--- src/hw/rtl/keyed_fifo_handle_pool_assert.svh ---
// assertion macros for the keyed handle pool
// used by keyed_fifo_handle_pool.sv, expects clk and rst in scope
`ifndef KEYED_FIFO_HANDLE_POOL_ASSERT_SVH
`define KEYED_FIFO_HANDLE_POOL_ASSERT_SVH
`ifndef SYNTH
`define KFHP_ASSERT(lbl, prop, msg) \
  lbl: assert property (@(posedge clk) disable iff (rst) prop) else $error(msg);
`define KFHP_ASSERT_NEXT(lbl, ante, cons, msg) \
  lbl: assert property (@(posedge clk) disable iff (rst) (ante) |=> (cons)) else $error(msg);
`else
`define KFHP_ASSERT(lbl, prop, msg)
`define KFHP_ASSERT_NEXT(lbl, ante, cons, msg)
`endif
`endif

--- src/hw/rtl/kfhp_ram.sv ---
// generic simple dual port ram, one write and one registered read port
// no dependencies
module kfhp_ram #(
  parameter int WIDTH = 8,
  parameter int DEPTH = 256
) (
  input  logic                     clk,
  input  logic                     wr_en,
  input  logic [$clog2(DEPTH)-1:0] wr_addr,
  input  logic [WIDTH-1:0]         wr_data,
  input  logic                     rd_en,
  input  logic [$clog2(DEPTH)-1:0] rd_addr,
  output logic [WIDTH-1:0]         rd_data
);
  logic [WIDTH-1:0] mem [DEPTH];

  always_ff @(posedge clk) begin
    if (wr_en) mem[wr_addr] <= wr_data;
    if (rd_en) rd_data <= mem[rd_addr];
  end
endmodule

--- config.mk ---
export PLATFORM = sky130hd
export DESIGN_NAME = kfhp_ram
export DESIGN_NICKNAME = d
export VERILOG_FILES = /design/src/hw/rtl/keyed_fifo_handle_pool_assert.svh /design/src/hw/rtl/kfhp_ram.sv
export SDC_FILE = /design/constraint.sdc
export NUM_CORES = 2
export LEC_CHECK = 0
export CAP_MARGIN = 20
export CORE_MARGIN = 4
export CORE_UTILIZATION = 45
export CTS_BUF_LIST = sky130_fd_sc_hd__clkbuf_4 sky130_fd_sc_hd__clkbuf_8
export CTS_CLUSTER_SIZE = 14
export DETAILED_ROUTE_END_ITERATION = 12
export DONT_BUFFER_PORTS = 1
export HOLD_SLACK_MARGIN = 0.12
export SETUP_SLACK_MARGIN = 0.15
export SLEW_MARGIN = 10
export SYNTH_ARGS = -nofsm -noshare
export SYNTH_HDL_FRONTEND = slang
export SYNTH_SLANG_ARGS = --single-unit
--- constraint.sdc ---
create_clock -name clk -period 2.5 [get_ports clk]
set_input_delay 0.5 -clock clk [delete_from_list [all_inputs] [get_ports clk]]
set_output_delay 0.5 -clock clk [all_outputs]
set_load 0.02 [all_outputs]
Word-level counts from Yosys, hierarchy flattened
Memory sizes are Yosys's and may differ from the RTL's. A register that Yosys moved wholly into a read port is not among the register bits. Cells that the tools add are included. Widths: inputs -> output; s select.

Logic and storage cells: 3. Memories kept: 1. Memory bits (writable): 2048. Input port bits: 27. Output and inout port bits: 8. Flip-flop bits (word level): 0.

Memory list: mem (words 256, width 8, read ports 1, clocked after Yosys merged registers in 1, write ports 1, line kfhp_ram.sv:15) `logic [WIDTH-1:0] mem [DEPTH];`.

Muxes and demuxes: 2.

Operator list (count): $mux 1 (2).

Logic depth before layout (Yosys ltp)
Depth after elaboration: 2. Depth in mapped cells: 11.

Least setup slack after synthesis
No wires, ideal clock.

Path type: in2reg. Start: input port rd_addr[0]. End: register rd_data[2], read port of mem (data pin). Setup time: 269 ps. Arrival time: 2307 ps. Data required time: 2231 ps. Buffers on the path: 4. Slack: -76 ps. Stages on the path: 9. Cell sequence: buf_6 > buf_12 > buf_8 > buf_2 > mux4_2 > a22oi_1 > a21oi_1 > nor4_1 > nor4_2.

RTL lines: from (decl) (line kfhp_ram.sv:12) `input logic [$clog2(DEPTH)-1:0] rd_addr,`; to (decl) (line kfhp_ram.sv:13) `output logic [WIDTH-1:0] rd_data`.

==> results.cfg <==
[drt]
total_wire_length_after_detailed_routing_mm = 206
met2_wire_length_mm = 100
routed_wire_length_per_instance_um = 29.4
routed-via-count = 40700
drt-met1-wl_mm = 85.1
dr.first_iter.drc_count = 4407
drt-pass1-iter-count = 5
via_per_inst = 5.81
drt.antenna.violating_nets = 0
wl_met3_mm = 14.5
dr.max_layer_used = met4
remaining_drc_errors = 0

[sta]
final-hold-violation-count = 795
min_period_over_period_pct = 98.4
timing.clock.skew_ps = 86.6
timing.slew.headroom_pct = 14.6
finalWorstPathRequiredPeriod_ps = 2460
finalSetupViolations = 0
final.hold.worst_slack_ps = -351
grt_setup_unrepaired = yes
achievable-frequency_ghz = 0.407
worst_pin_slew_ps = 1280
maxSlewViolCount = 0
final_critical_path_setup_slack_ps = 41.0

[setup_path]
worstSetupStartpointType = input port
timing.setup.critical_path_class = in2reg
cp.required_ps = 3400
cp_data_arrival_time_ps = 3360
critical_path_peak_fanout = 446
end_kind = flip-flop

[floorplan]
starting_density_of_the_core_pct = 45.2
die-width_um = 429
die_span_in_y_um = 429
std_cell_rows = 154
core_area_sq_mm = 0.176
ios = 35
die_ar_sq_mm = 0.184

[yosys]
post-synth-top-area-fraction_pct = 77.5
synthDistinctLibCells = 54
synthCells = 3733
postSynthRegisterBits = 2056
yosysWarningCount = 0
synth_top_cells_by_area = sky130_fd_sc_hd__edfxtp_1 78%, sky130_fd_sc_hd__mux4_2 13%, sky130_fd_sc_hd__mux2i_1 1.7%
synthDominantAreaCellType = sky130_fd_sc_hd__edfxtp_1
syn_nets = 3760
asyncSetResetFlopFracSynth_pct = 0
seq_area_frac_synth_pct = 77.5
number_of_flops_mapped_to_enable_cells_by_yosys = 2056
synthesis.area_per_instance_sq_um = 21.3
leading_register_cell_type_out_of_synthesis = sky130_fd_sc_hd__edfxtp_1
netlist_area_sq_mm = 0.0796

[clock_network]
ctsRootBufferMaster = sky130_fd_sc_hd__clkbuf_8
path_clk_slew_ps = 60
numCtsBuffers = 348
clock_insertion_delay_worst_skew_ps = 1070
tritoncts_num_sinks = 2056
tritoncts = done
htree_num_levels = 5
cts_max_path_buffers = 4

[global_routing]
groute.usage.overall_pct = 21.6
pin_count_of_the_biggest_net_entering_global_routing = 579
grt-ovfl-total = 0
first_global_vias = 41300
grt_antenna_before_repair = 10
first_pass_grt_wire_length_mm = 291

[status]
failed_checks = hold timing
status = finished, violations left

[finish]
nets = 4437
fraction_of_the_core_area_covered_by_cells_at_the_end_of_the_flow_pct = 52.7
areaGrowthSynthToFinish_pct = 16.6
fraction_of_layout_cells_with_a_size_suffix_above_1_pct = 33.6
stdcell_count = 7007
final.fill_count = 13900

[place]
dp_cells = 6351
detailedPlacementHpwl_mm = 110
routabilityCongestion = 0.794
pre_cts_slack_ps = -1010
io_buffers = 0

[power_and_ir_drop]
power.density_mw_per_mm2 = 750
total_leakage_power_nw = 29.9
vdd_ir_drop_max_v = 0.000619

[worst_hold_path]
hold_path_class = in2reg

[flow_run]
maxCapViolCount = 0
-- cell usage after synthesis (3+ instances only) --
master and number:
sky130_fd_sc_hd__mux2i_1 134, sky130_fd_sc_hd__and2_1 6, sky130_fd_sc_hd__or2_2 4, sky130_fd_sc_hd__o21ai_0 10
sky130_fd_sc_hd__edfxtp_1 2056, sky130_fd_sc_hd__o221ai_1 46, sky130_fd_sc_hd__buf_4 27, sky130_fd_sc_hd__nand4_1 10
sky130_fd_sc_hd__a21oi_1 96, sky130_fd_sc_hd__a22oi_1 133, sky130_fd_sc_hd__a221oi_1 13, sky130_fd_sc_hd__o32ai_1 4
sky130_fd_sc_hd__o22a_1 5, sky130_fd_sc_hd__a211oi_1 16, sky130_fd_sc_hd__buf_1 22, sky130_fd_sc_hd__nand2_1 33
sky130_fd_sc_hd__mux4_2 454, sky130_fd_sc_hd__o22ai_1 28, sky130_fd_sc_hd__nor4_2 3, sky130_fd_sc_hd__nor2_1 282
sky130_fd_sc_hd__nor2b_1 31, sky130_fd_sc_hd__buf_6 21, sky130_fd_sc_hd__nand3_1 34, sky130_fd_sc_hd__nor4_1 24
sky130_fd_sc_hd__buf_12 8, sky130_fd_sc_hd__nand2b_1 8, sky130_fd_sc_hd__buf_8 13, sky130_fd_sc_hd__buf_2 31
sky130_fd_sc_hd__clkbuf_1 111, sky130_fd_sc_hd__nor3_1 22, sky130_fd_sc_hd__o211ai_1 10, sky130_fd_sc_hd__a22o_1 8
-- sequential cells by signal, summed over array words and instances (netlist names) --
signal,count
mem,2048
rd_data,8
-- final cells by class --
cell class | instances | area (sq um) | share of cell area, %
Inverter | 2 | 7.51 | 0.00809
Antenna cell | 15 | 37.5 | 0.0404
Tap cell | 2340 | 2930 | 3.15
Sequential cell | 2056 | 61700 | 66.5
Multi-Input combinational cell | 1442 | 16800 | 18.0
Timing Repair Buffer | 560 | 4930 | 5.31
Clock inverter | 133 | 798 | 0.860
Clock buffer | 459 | 5650 | 6.09
-- kinds of logic (layout without fill, tap and decap cells) --
group | count (synthesis) | after routing | share of synthesized area (%)
AO/OA/AOI/OAI | 385 | 385 | 3.42
buffers and inverters | 235 | 1154 | 1.83
flip-flops | 2056 | 2056 | 77.5
multiplexers | 591 | 591 | 14.6
other | 0 | 15 | 0
AND/OR/NAND/NOR | 466 | 466 | 2.63
-- power by group --
group | internal (mW) | switching (mW)
combinational | 1.40 | 1.57
clock | 15.5 | 13.0
sequential | 38.0 | 0.0953
-- what timing repair did --
item,4_1_cts,5_1_grt
pin swaps,7,9
endpoints found under the hold margin,2590,1905
hold buffers,21,3
buffers inserted,0,5
cloned,0,15
resized for setup,14,30
endpoints found under the setup margin,13,19
-- path summary, 6_finish.rpt --
check / start / endpoint / slack [ps] / cells after the start
setup / recovery: rd_addr[1] / rd_data[0]$_DFFE_PP_ / 40 / 9
hold / removal: wr_data[3] / mem[137][3]$_DFFE_PP_ / -350 / 0
setup reg to reg: mem[87][2]$_DFFE_PP_ / rd_data[2]$_DFFE_PP_ / 120 / 6
hold reg to reg: mem[41][3]$_DFFE_PP_ / rd_data[3]$_DFFE_PP_ / 1120 / 7
-- layout by cell type (no fill, tap or decap), types with 20 or more instances in the layout --
master and count:
sky130_fd_sc_hd__buf_12 22, sky130_fd_sc_hd__dlygate4sd3_1 20, sky130_fd_sc_hd__nor2_1 276, sky130_fd_sc_hd__clkbuf_4 106, sky130_fd_sc_hd__a22oi_1 133, sky130_fd_sc_hd__clkinv_2 37
sky130_fd_sc_hd__buf_4 493, sky130_fd_sc_hd__nand3_1 33, sky130_fd_sc_hd__mux2i_1 134, sky130_fd_sc_hd__nor2b_1 24, sky130_fd_sc_hd__clkinv_1 80, sky130_fd_sc_hd__clkbuf_8 353
sky130_fd_sc_hd__edfxtp_1 2056, sky130_fd_sc_hd__mux4_2 454, sky130_fd_sc_hd__nand2_1 33, sky130_fd_sc_hd__o22ai_1 28, sky130_fd_sc_hd__a21oi_1 96, sky130_fd_sc_hd__o221ai_1 46
-- metal layers --
layer  vias to the layer above  GRT usage (%)
met4                         0           6.99
met5                         -              0
met2                      1573           34.2
li1                      17100              -
met1                     21600           30.4
met3                       363           4.48
-- metrics by stage --
| step | instance area [sq um] | total power [mW] | hold WS, ps | TNS [ps] |
|---|---|---|---|---|
| 3_3_place_gp | 85300 | 41.2 | 630 | -5860 |
| 3_5_place_dp | 85300 | 41.2 | 630 | -5540 |
| 2_1_floorplan | 79900 | 40.7 | 599 | 0 |
| 5_1_grt | 92800 | 72.1 | -438 | 0 |
| 4_1_cts | 92000 | 69.7 | -475 | -20.5 |
| 6_report | 92800 | 69.6 | -351 | 0 |
-- worst max-delay path, stage by stage --
cell and delay (ps):
sky130_fd_sc_hd__or3b_2 1020, sky130_fd_sc_hd__buf_4 210, sky130_fd_sc_hd__o22ai_1 140, sky130_fd_sc_hd__o21ai_0 100, sky130_fd_sc_hd__nand3_1 170, sky130_fd_sc_hd__buf_4 140, sky130_fd_sc_hd__nor4_2 40, sky130_fd_sc_hd__buf_4 170
sky130_fd_sc_hd__nor4_2 240
Power figures use the tool's default switching activity.
