==> src/hw/rtl/keyed_fifo_handle_pool_assert.svh <==
// assertion macros for the keyed handle pool
// used by keyed_fifo_handle_pool.sv, expects clk and rst in scope
`ifndef KEYED_FIFO_HANDLE_POOL_ASSERT_SVH
`define KEYED_FIFO_HANDLE_POOL_ASSERT_SVH
`ifndef SYNTH
`define KFHP_ASSERT(lbl, prop, msg) \
  lbl: assert property (@(posedge clk) disable iff (rst) prop) else $error(msg);
`define KFHP_ASSERT_NEXT(lbl, ante, cons, msg) \
  lbl: assert property (@(posedge clk) disable iff (rst) (ante) |=> (cons)) else $error(msg);
`else
`define KFHP_ASSERT(lbl, prop, msg)
`define KFHP_ASSERT_NEXT(lbl, ante, cons, msg)
`endif
`endif

==> src/hw/rtl/kfhp_pkg.sv <==
// shared types, constants and helpers of the keyed handle pool
// no dependencies
package kfhp_pkg;

  localparam int CAPACITY    = 256;
  localparam int HANDLE_BITS = 32;
  localparam int ENTRY_BITS  = $clog2(CAPACITY);
  localparam int COUNT_BITS  = $clog2(CAPACITY + 1);
  localparam int KEY_SLOTS   = 20736;
  localparam int KEY_BITS    = $clog2(KEY_SLOTS);

  localparam logic [2:0] FORMAT_MAX  = 3'd5;
  localparam logic [3:0] CLASS_MAX   = 4'd11;
  localparam logic       DYNAMIC_MAX = 1'b1;
  localparam logic [KEY_BITS-1:0] FORMAT_COUNT = KEY_BITS'(6);
  localparam logic [KEY_BITS-1:0] CLASS_COUNT  = KEY_BITS'(12);

  localparam logic [1:0] OP_INSERT = 2'd0;
  localparam logic [1:0] OP_TAKE   = 2'd1;
  localparam logic [1:0] OP_CLEAR  = 2'd2;

  localparam logic [1:0] STATUS_OK    = 2'd0;
  localparam logic [1:0] STATUS_RANGE = 2'd1;
  localparam logic [1:0] STATUS_EMPTY = 2'd2;

  typedef struct packed {
    logic                  in_range;
    logic [KEY_BITS-1:0]   key;
  } key_info_t;

  typedef struct packed {
    logic                  busy;
    logic [ENTRY_BITS-1:0] first;
    logic [ENTRY_BITS-1:0] last;
  } hdr_t;

  localparam int HDR_BITS = $bits(hdr_t);

  typedef enum logic [3:0] {
    S_SWEEP,
    S_IDLE,
    S_START,
    S_WALK_RD,
    S_WALK_RING,
    S_WALK_HDR,
    S_TAKE,
    S_POP,
    S_POST,
    S_INS,
    S_INS_WR,
    S_FINISH
  } state_t;

  function automatic logic [ENTRY_BITS-1:0] pos_inc(input logic [ENTRY_BITS-1:0] p);
    logic [ENTRY_BITS-1:0] r;
    if (p == ENTRY_BITS'(CAPACITY - 1)) r = '0;
    else r = p + ENTRY_BITS'(1);
    return r;
  endfunction

endpackage

==> src/hw/rtl/kfhp_key_check.sv <==
// range check and slot index of the five key parts
// depends on kfhp_pkg
module kfhp_key_check (
  input  logic                dynamic_flag,
  input  logic [2:0]          pixel_format,
  input  logic [3:0]          width_class,
  input  logic [3:0]          height_class,
  input  logic [3:0]          mip_class,
  output kfhp_pkg::key_info_t info
);
  import kfhp_pkg::*;

  logic [KEY_BITS-1:0] k;

  always_comb begin
    info.in_range = (dynamic_flag <= DYNAMIC_MAX) && (pixel_format <= FORMAT_MAX) &&
                    (width_class <= CLASS_MAX) && (height_class <= CLASS_MAX) &&
                    (mip_class <= CLASS_MAX);
    k = KEY_BITS'(dynamic_flag) * FORMAT_COUNT + KEY_BITS'(pixel_format);
    k = k * CLASS_COUNT + KEY_BITS'(width_class);
    k = k * CLASS_COUNT + KEY_BITS'(height_class);
    k = k * CLASS_COUNT + KEY_BITS'(mip_class);
    info.key = info.in_range ? k : '0;
  end
endmodule

==> config.mk <==
export PLATFORM = sky130hd
export DESIGN_NAME = kfhp_key_check
export DESIGN_NICKNAME = d
export VERILOG_FILES = /design/src/hw/rtl/keyed_fifo_handle_pool_assert.svh /design/src/hw/rtl/kfhp_pkg.sv /design/src/hw/rtl/kfhp_key_check.sv
export SDC_FILE = /design/constraint.sdc
export NUM_CORES = 1
export LEC_CHECK = 0
export ABC_AREA = 0
export BUFFER_PORTS_ARGS = -buffer_cell sky130_fd_sc_hd__buf_2
export CAP_MARGIN = 25
export CELL_PAD_IN_SITES_DETAIL_PLACEMENT = 0
export CELL_PAD_IN_SITES_GLOBAL_PLACEMENT = 1
export CORE_MARGIN = 8
export CORE_UTILIZATION = 38
export DETAILED_ROUTE_END_ITERATION = 8
export PLACE_DENSITY = 0.75
export SLEW_MARGIN = 0
export SYNTH_ARGS = -nofsm -noshare
export SYNTH_HDL_FRONTEND = slang
export SYNTH_SLANG_ARGS = --single-unit
==> constraint.sdc <==
create_clock -name vclk -period 10.6
set_clock_uncertainty 0.15 [all_clocks]
set_input_delay 1.59 -clock vclk [all_inputs]
set_output_delay 1.59 -clock vclk [all_outputs]
set_load 0.01 [all_outputs]
* Word level (Yosys, flattened, before mapping)
Index checks and enable logic that the tools add are counted.
Cells by class: add/subtract/negate cells 4, $mul 4, div/mod/pow operators 0, order comparisons 5, equality and inequality tests 0, shift operators 0, mux-type cells 1, bitwise operators 0, reduce and logical (&&, ||, !) cells 4
Operator list (number):
- $add A14 B4 Y15 | 1
- $add A15 B4 Y15 | 1
- $mul A15 B2 Y13 const B | 1
- $mux W15 | 1
- $le A4 B4 Y1 const B | 3
- $mul A10 B2 Y12 const B | 1
- $add A9 B4 Y10 | 1
- $mul A5 B2 Y7 const B | 1
- $add A4 B3 Y5 | 1
- $logic_and A1 B1 Y1 | 4
- $le A3 B3 Y1 const B | 1
- $mul A1 B2 Y3 const B | 1
- $le A1 B1 Y1 const B | 1
Storage, ports and cells: flip-flop bits (word level) 0, bits in latches 0, bits in writable memories 0, ROM bits 0, output and inout port bits 16, logic and storage cells 18, memories 0

* Depth between registers and ports, before layout
Gate-level depths: netlist of the first run.
depth in word-level cells 9, mapped depth 23, mapped depth without buffers 23

* Worst setup path before layout of the first run
Ideal clock, no wire load.
kind input to output, start point in dynamic_flag, end point out info[14] (netlist name), arrival time 6.197 ns, required time 8.860 ns, setup slack 2.663 ns, cell stages on the path 22, path buffers 0, cells stage by stage ha_1 > fa_1 > ha_1 > inv_1 > o31ai_1 > nand4_1 > xor2_1 > ha_1 > nor3b_1 > a311oi_1 > o311ai_2 > nand4_2 > nor2b_1 > xnor2_1 > ha_1 > nand2b_1 > o211ai_1 > a311oi_2 > nor2_1 > and4bb_1 > xnor3_1 > mux2i_1
RTL lines:
- start: declaration | RTL line kfhp_key_check.sv:4 | input logic dynamic_flag,
- end: declaration | RTL line kfhp_key_check.sv:9 | output kfhp_pkg::key_info_t info

==> metrics.log, run 1 <==
INFO  metric run_status = finished, final reports clean
INFO  metric drive_gt1_share = 16.23%
INFO  metric grt_first_pass_wirelength = 6920 um
INFO  metric worst-endpoint-arrival = 6.90 ns
INFO  metric ctsHoldBuffers = 0
INFO  metric n_fill_cell = 491
INFO  metric clock.fmax = 0.1157 GHz
INFO  metric area.sequential = 0 sq um
INFO  metric synth.yosys.seq_area_share = 0%
INFO  metric multi_input_comb_area = 1704 sq um
INFO  metric finalNetCount = 320
INFO  metric drt_iter0_markers = 87
INFO  metric grt_setup_unrepaired = no
INFO  metric synth_cells = 236
INFO  metric timing.hold.worst.start = mip_class[0]
INFO  metric worstPathRequired = 8.86 ns
INFO  metric initial_core_util = 38.68%
INFO  metric final_period_minus_worst_setup_slack = 8.643 ns
INFO  metric critPathMostFrequentCell = sky130_fd_sc_hd__ha_1
INFO  metric antenna_violations_before_repair = 0
INFO  metric start_kind = input port
INFO  metric layout_setup_ws = 1.957 ns
INFO  metric synth_warnings = 0
INFO  metric detail_route.drc_violations = 0
INFO  metric layout.sequential_cells = 0
INFO  metric die_area = 7205 sq um
INFO  metric detail_route.wirelength = 3840 um
INFO  metric core.rowCount = 25
INFO  metric synth.lib_cells_used.distinct = 55
INFO  metric final_hold_viol_count = 0
INFO  metric share_of_the_clock_period_used_by_the_worst_path_after_layout = 81.54%
INFO  metric grt_start_max_net_pins = 13
INFO  metric crit_path_max_fanout = 6
INFO  metric die_x = 84.88 um
INFO  metric layout_common_cells = sky130_fd_sc_hd__nor2_1, sky130_fd_sc_hd__buf_2, sky130_fd_sc_hd__ha_1
INFO  metric drt_pre_antenna_iters = 4
INFO  metric via_per_inst = 5.279
INFO  metric timing.critical_path.slowest_cell_delay = 0.52 ns
INFO  metric detailedPlacementHpwl = 3392 um
INFO  metric numPortBuffers = 32
INFO  metric worstMarginPinSlew = 0.4946 ns
INFO  metric netlist_top_cells_area = sky130_fd_sc_hd__ha_1, sky130_fd_sc_hd__xor2_1, sky130_fd_sc_hd__fa_1
INFO  metric hold_path_end = info[0]
INFO  metric cts_setup_buffers = 0
INFO  metric dp.cells = 319
INFO  metric num_antenna_cells = 0
INFO  metric endpoint_kind = output port
INFO  metric nClkBuffers = 0
INFO  metric hold_path_depth = 3
INFO  metric synthesis.nets = 289
INFO  metric cts_repair_resize_count = 0
INFO  metric avgRoutedWirePerCell = 12.04 um
INFO  metric chipHeight = 84.88 um
INFO  metric vias_in_the_first_global_route = 1628
INFO  metric min_path_type = input port to output port
INFO  metric mostFrequentLayoutCell = sky130_fd_sc_hd__nor2_1
INFO  metric area_growth = 11.52%
INFO  metric fin_tns_setup = 0 ns
INFO  metric stdcell_count = 319
INFO  metric pin_count = 32
INFO  metric cp_cell_sequence = buf_2 -> ha_1 -> fa_1 -> ha_1 -> inv_1 -> o31ai_1 -> nand4_1 -> xor2_1 -> ha_1 -> nor3b_1 -> a311oi_1 -> o311ai_2 -> nand4_2 -> nor2b_1 -> xnor2_1 -> ha_1 -> nor2_1 -> o311a_1 -> a311oi_2 -> nor2_1 -> and4bb_1 -> xnor3_1 -> mux2i_1 -> buf_2
INFO  metric maxCapViolCount = 0
INFO  metric synth_top_cell_by_area = sky130_fd_sc_hd__ha_1
INFO  metric vias = 1684
INFO  metric timing.final.max_slew_violations = 0
INFO  metric place_congestion = 0.8093
INFO  metric dp_slack = 1.940 ns
INFO  metric timing_worst_setup_path_type = input port to output port
INFO  metric postSynthAreaPerCell = 7.640 sq um
INFO  metric setup_violations = 0
INFO  metric syn_area = 1803 sq um
INFO  metric globalRouteTotalUtil = 10.73%
INFO  metric fin_hold_ws = 3.349 ns
INFO  metric synthDominantCellAreaShare = 20.82%
INFO  metric relSlewSlack = 66.79%
INFO  metric floorplan.core_area = 4661 sq um
INFO  metric drtAntennaViolNets = 0
INFO  metric timing.critical_path.slowest_stage_cell = sky130_fd_sc_hd__fa_1
INFO  metric total_overflow_reported_by_the_global_router = 0
-- final cells by class --
cell class / count / share of cell area [%]
Tap cell: 54 / 3.360
Timing Repair Buffer: 32 / 7.965
Multi-Input combinational cell: 212 / 84.75
Inverter: 21 / 3.920
-- through the flow --
step	instance area (sq um)	util, %
2_1_floorplan	1803	-
3_3_place_gp	2011	43.14
3_5_place_dp	2011	43.14
4_1_cts	2011	43.14
5_1_grt	2011	43.14
6_report	2011	43.14
-- synth_stat cells, types with 2 or more instances --
cell                         n
sky130_fd_sc_hd__a211oi_1    3
sky130_fd_sc_hd__a211oi_2    2
sky130_fd_sc_hd__a21o_1      2
sky130_fd_sc_hd__a21oi_1    14
sky130_fd_sc_hd__a22oi_1     2
sky130_fd_sc_hd__and3_1      5
sky130_fd_sc_hd__fa_1        7
sky130_fd_sc_hd__ha_1       30
sky130_fd_sc_hd__inv_1      21
sky130_fd_sc_hd__mux2i_1     2
sky130_fd_sc_hd__nand2_1    12
sky130_fd_sc_hd__nand2b_1    5
sky130_fd_sc_hd__nand3_1     5
sky130_fd_sc_hd__nor2_1     35
sky130_fd_sc_hd__nor2b_1     2
sky130_fd_sc_hd__nor3_1      5
sky130_fd_sc_hd__nor3b_1     3
sky130_fd_sc_hd__nor4_1      2
sky130_fd_sc_hd__o2111ai_1   2
sky130_fd_sc_hd__o211ai_1    3
sky130_fd_sc_hd__o21a_1      3
sky130_fd_sc_hd__o21ai_0     4
sky130_fd_sc_hd__o22ai_1     2
sky130_fd_sc_hd__o31ai_1     2
sky130_fd_sc_hd__or3_1       2
sky130_fd_sc_hd__xnor2_1    15
sky130_fd_sc_hd__xor2_1     18
-- routing by layer --
metal	up-vias	GRT usage (%)	share of wire, %
met5	-	0	0
met4	0	0	0
met3	0	0.8687	3.6
met2	30	18.11	41
met1	743	15.19	55
li1	911	-	-
-- how the worst max path moves through the flow --
stage                 start       end  slack, ns  cells after the start
2_1_floorplan  dynamic_flag  info[14]       2.66                     22
3_3_place_gp   dynamic_flag  info[14]       2.06                     24
3_5_place_dp   dynamic_flag  info[14]       1.94                     24
4_1_cts        dynamic_flag  info[14]       1.91                     24
5_1_grt        dynamic_flag  info[14]       1.50                     24
6_report       dynamic_flag  info[14]       1.96                     24
-- kinds of logic after synthesis --
logic type / Yosys count / synth area share (%)
AND/OR/NAND/NOR: 85 / 24.29
adder cells (fa/ha/maj): 37 / 28.59
multiplexers: 2 / 1.110
buffers and inverters: 24 / 5.482
AO/OA/AOI/OAI: 54 / 23.25
XOR/XNOR: 34 / 17.28
-- worst max-delay path, delay by kind of cell --
kind	cells	cell delay, ns
buf+inv	3	0.32
mux	1	0.18
xor+xnor	3	0.67
fa+ha+maj	5	1.81
compound gates	5	1.39
simple gates	7	0.93
Power of run 1 is not shown: default switching activity piles up to over one toggle a cycle in this logic, so the estimate is an artifact.
==> inputs of run 2 (changes only) <==
clock period = 8.7 ns   (was 10.6 ns; I/O delays follow)
==> run 2 against run 1 <==
Sequential share of layout area unchanged. Design area unchanged. Final cell count unchanged. Via count increased by 1.2%. Count of clock-buffer cells in the layout unchanged. Setup slack got worse by 1.3 ns. Routed wire length increased by 0.10%. Sequential cell count unchanged.
==> metrics.log, run 2 (synthesis gave the netlist of run 1 again) <==
INFO  metric cts_repair_resize_count = 0
INFO  metric clock.fmax = 0.1239 GHz
INFO  metric worst-endpoint-arrival = 6.62 ns
INFO  metric layout.sequential_cells = 0
INFO  metric setup_violations = 0
INFO  metric globalRouteTotalUtil = 10.49%
INFO  metric detail_route.wirelength = 3844 um
INFO  metric timing_worst_setup_path_type = input port to output port
INFO  metric via_per_inst = 5.345
INFO  metric dp_slack = 0.6158 ns
INFO  metric total_overflow_reported_by_the_global_router = 0
INFO  metric numPortBuffers = 32
INFO  metric crit_path_max_fanout = 6
INFO  metric detail_route.drc_violations = 0
INFO  metric antenna_violations_before_repair = 0
INFO  metric min_path_type = input port to output port
INFO  metric chipHeight = 84.88 um
INFO  metric avgRoutedWirePerCell = 12.05 um
INFO  metric nClkBuffers = 0
INFO  metric grt_start_max_net_pins = 13
INFO  metric grt_first_pass_wirelength = 6789 um
INFO  metric worstPathRequired = 7.24 ns
INFO  metric final_period_minus_worst_setup_slack = 8.071 ns
INFO  metric drt_pre_antenna_iters = 4
INFO  metric layout_common_cells = sky130_fd_sc_hd__nor2_1, sky130_fd_sc_hd__buf_2, sky130_fd_sc_hd__ha_1
INFO  metric timing.critical_path.slowest_cell_delay = 0.52 ns
INFO  metric critPathMostFrequentCell = sky130_fd_sc_hd__ha_1
INFO  metric start_kind = input port
INFO  metric finalNetCount = 320
INFO  metric die_x = 84.88 um
INFO  metric relSlewSlack = 66.54%
INFO  metric grt_setup_unrepaired = no
INFO  metric timing.critical_path.slowest_stage_cell = sky130_fd_sc_hd__fa_1
INFO  metric endpoint_kind = output port
INFO  metric fin_tns_setup = 0 ns
INFO  metric final_core_utilization = 43.14%
INFO  metric worstMarginPinSlew = 0.4980 ns
INFO  metric floorplan.core_area = 4661 sq um
INFO  metric timing.final.max_slew_violations = 0
INFO  metric final_hold_viol_count = 0
INFO  metric maxCapViolCount = 0
INFO  metric detailedPlacementHpwl = 3403 um
INFO  metric area.sequential = 0 sq um
INFO  metric place_congestion = 0.8118
INFO  metric vias_in_the_first_global_route = 1644
INFO  metric vias = 1705
INFO  metric run_status = finished, final reports clean
INFO  metric ctsHoldBuffers = 0
INFO  metric cts_setup_buffers = 0
INFO  metric layout_setup_ws = 0.6290 ns
INFO  metric drtAntennaViolNets = 0
INFO  metric cp_cell_sequence = buf_2 -> ha_1 -> fa_1 -> ha_1 -> inv_1 -> o31ai_1 -> nand4_1 -> xor2_1 -> ha_1 -> nor3b_1 -> a311oi_1 -> o311ai_2 -> nand4_2 -> nor2b_1 -> xnor2_1 -> ha_1 -> nand2b_1 -> o211ai_1 -> a311oi_2 -> nor2_1 -> and4bb_1 -> xnor3_1 -> mux2i_1 -> buf_2
INFO  metric share_of_the_clock_period_used_by_the_worst_path_after_layout = 92.77%
INFO  metric core.rowCount = 25
INFO  metric fin_hold_ws = 2.775 ns
INFO  metric pin_count = 32
INFO  metric num_antenna_cells = 0
INFO  metric drive_gt1_share = 16.23%
INFO  metric die_area = 7205 sq um
INFO  metric mostFrequentLayoutCell = sky130_fd_sc_hd__nor2_1
INFO  metric category_of_cells_accounting_for_the_largest_share_of_critical_path_delay = adder cells
INFO  metric worst-path-buf-inv = 3
INFO  metric initial_core_util = 38.68%
INFO  metric area_growth = 11.52%
INFO  metric drt_iter0_markers = 66
## run 2: cell counts in the layout (fill, tap and decap cells not counted)
Identical to the previous run, type by type.
## run 2: per-layer routing
layer  global-route usage (%)  routed length, um  part of all wire (%)  up-vias
met2                    18.47               1598                    42       25
met1                    14.25               2143                    56      770
li1                         -                  -                     -      910
met3                   0.8687                103                   2.7        0
met4                        0                  0                     0        0
met5                        0                  0                     0        -
## run 2: cell type report
class / count / area (sq um)
Inverter: 21 / 78.83
Fill cell: 498 / 2650
Multi-Input combinational cell: 212 / 1704
Tap cell: 54 / 67.56
Timing Repair Buffer: 32 / 160.2
## run 2: final timing paths
| kind | from | end | slack (ns) | cells after the start |
|---|---|---|---|---|
| worst max-delay path | dynamic_flag | info[14] | 0.63 | 24 |
| worst min-delay path | mip_class[0] | info[0] | 2.78 | 3 |
## run 2: metrics by stage
stage | instance area (sq um) | std cells
2_1_floorplan | 1803 | 236
3_3_place_gp | 2011 | 319
3_5_place_dp | 2011 | 319
4_1_cts | 2011 | 319
5_1_grt | 2011 | 319
6_report | 2011 | 319
Power of run 2 is left out for the same reason.
==> inputs of run 3 (changes only) <==
CORE_ASPECT_RATIO = 0.5   (was default)
==> run 3 against run 2 <==
Count of clock-buffer cells in the layout did not move. Setup slack got worse by 0.018 ns. Die area rose by 1.9%. Sequential cell count did not move. Worst hold slack got worse by 0.0013 ns. First-iteration DRC count fell by 17%. Largest cell class unchanged.
==> metrics.log, run 3 (synthesis gave the netlist of run 1 again) <==
INFO  metric timing_worst_setup_path_type = input port to output port
INFO  metric worst-endpoint-arrival = 6.63 ns
INFO  metric pin_count = 32
INFO  metric vias_in_the_first_global_route = 1491
INFO  metric cts_setup_buffers = 0
INFO  metric ctsHoldBuffers = 0
INFO  metric area_growth = 12.35%
INFO  metric place_congestion = 0.8210
INFO  metric antenna_violations_before_repair = 0
INFO  metric worst-path-buf-inv = 3
INFO  metric critPathMostFrequentCell = sky130_fd_sc_hd__ha_1
INFO  metric maxCapViolCount = 0
INFO  metric relSlewSlack = 67.60%
INFO  metric fin_tns_setup = 0 ns
INFO  metric layout_setup_ws = 0.6113 ns
INFO  metric worstPathRequired = 7.24 ns
INFO  metric worstMarginPinSlew = 0.4825 ns
INFO  metric share_of_the_clock_period_used_by_the_worst_path_after_layout = 92.97%
INFO  metric final_hold_viol_count = 0
INFO  metric detailedPlacementHpwl = 3567 um
INFO  metric drt_iter0_markers = 55
INFO  metric chipHeight = 64.71 um
INFO  metric area.sequential = 0 sq um
INFO  metric crit_path_max_fanout = 6
INFO  metric category_of_cells_accounting_for_the_largest_share_of_critical_path_delay = adder cells
INFO  metric clock.fmax = 0.1236 GHz
INFO  metric timing.critical_path.slowest_cell_delay = 0.53 ns
INFO  metric timing.critical_path.slowest_stage_cell = sky130_fd_sc_hd__fa_1
INFO  metric detail_route.wirelength = 3961 um
INFO  metric drt_pre_antenna_iters = 4
INFO  metric grt_start_max_net_pins = 13
INFO  metric mostFrequentLayoutCell = sky130_fd_sc_hd__nor2_1
INFO  metric min_path_type = input port to output port
INFO  metric via_per_inst = 5.079
INFO  metric num_antenna_cells = 0
INFO  metric endpoint_kind = output port
INFO  metric n_fill_cell = 459
INFO  metric floorplan.core_area = 4488 sq um
INFO  metric run_status = finished, final reports clean
INFO  metric finalNetCount = 320
INFO  metric layout_common_cells = sky130_fd_sc_hd__nor2_1, sky130_fd_sc_hd__buf_2, sky130_fd_sc_hd__ha_1
INFO  metric final_period_minus_worst_setup_slack = 8.089 ns
INFO  metric layout.sequential_cells = 0
INFO  metric initial_core_util = 40.17%
INFO  metric total_overflow_reported_by_the_global_router = 0
INFO  metric timing.final.max_slew_violations = 0
INFO  metric nClkBuffers = 0
INFO  metric grt_setup_unrepaired = no
INFO  metric detail_route.drc_violations = 0
INFO  metric drive_gt1_share = 16.23%
INFO  metric numPortBuffers = 32
INFO  metric start_kind = input port
INFO  metric cts_repair_resize_count = 0
INFO  metric die_area = 7339 sq um
INFO  metric setup_violations = 0
INFO  metric drtAntennaViolNets = 0
INFO  metric cp_cell_sequence = buf_2 -> ha_1 -> fa_1 -> ha_1 -> inv_1 -> o31ai_1 -> nand4_1 -> xor2_1 -> ha_1 -> nor3b_1 -> a311oi_1 -> o311ai_2 -> nand4_2 -> nor2b_1 -> xnor2_1 -> ha_1 -> nor2_1 -> o311a_1 -> a311oi_2 -> nor2_1 -> and4bb_1 -> xnor3_1 -> mux2i_1 -> buf_2
INFO  metric dp_slack = 0.6522 ns
INFO  metric core.rowCount = 17
INFO  metric globalRouteTotalUtil = 10.25%
INFO  metric vias = 1681
INFO  metric grt_first_pass_wirelength = 6741 um
INFO  metric avgRoutedWirePerCell = 11.97 um
INFO  metric die_x = 113.4 um
-- run 3: cell counts in the layout (fill, tap and decap cells not counted) --
No cell type changed its count.
-- run 3: layout make-up --
| class | count | area [sq um] | share of cell area (%) |
|---|---|---|---|
| Inverter | 21 | 78.83 | 3.891 |
| Multi-Input combinational cell | 212 | 1704 | 84.13 |
| Timing Repair Buffer | 32 | 160.2 | 7.906 |
| Tap cell | 66 | 82.58 | 4.077 |
-- run 3: layer usage --
metal,part of all wire [%],GRT usage [%],vias to the layer above,wire length [um]
li1,-,-,914,-
met1,53,15.22,746,2106
met2,43,16.94,21,1720
met3,3.4,0.3693,0,134
met4,0,0,0,0
met5,0,0,-,0
-- run 3: worst paths after layout --
path                          from  depth (start not counted)  endpoint
worst max-delay path  dynamic_flag                         24  info[14]
worst min-delay path  mip_class[0]                          3   info[0]
-- run 3: stage by stage --
step / utilization (%) / hold WS [ns] / cells / area [sq um]
2_1_floorplan: - / 2.615 / 236 / 1803
3_3_place_gp: 45.14 / 2.775 / 331 / 2026
3_5_place_dp: 45.14 / 2.776 / 331 / 2026
4_1_cts: 45.14 / 2.778 / 331 / 2026
5_1_grt: 45.14 / 2.782 / 331 / 2026
6_report: 45.14 / 2.774 / 331 / 2026
Power of run 3 is left out for the same reason.
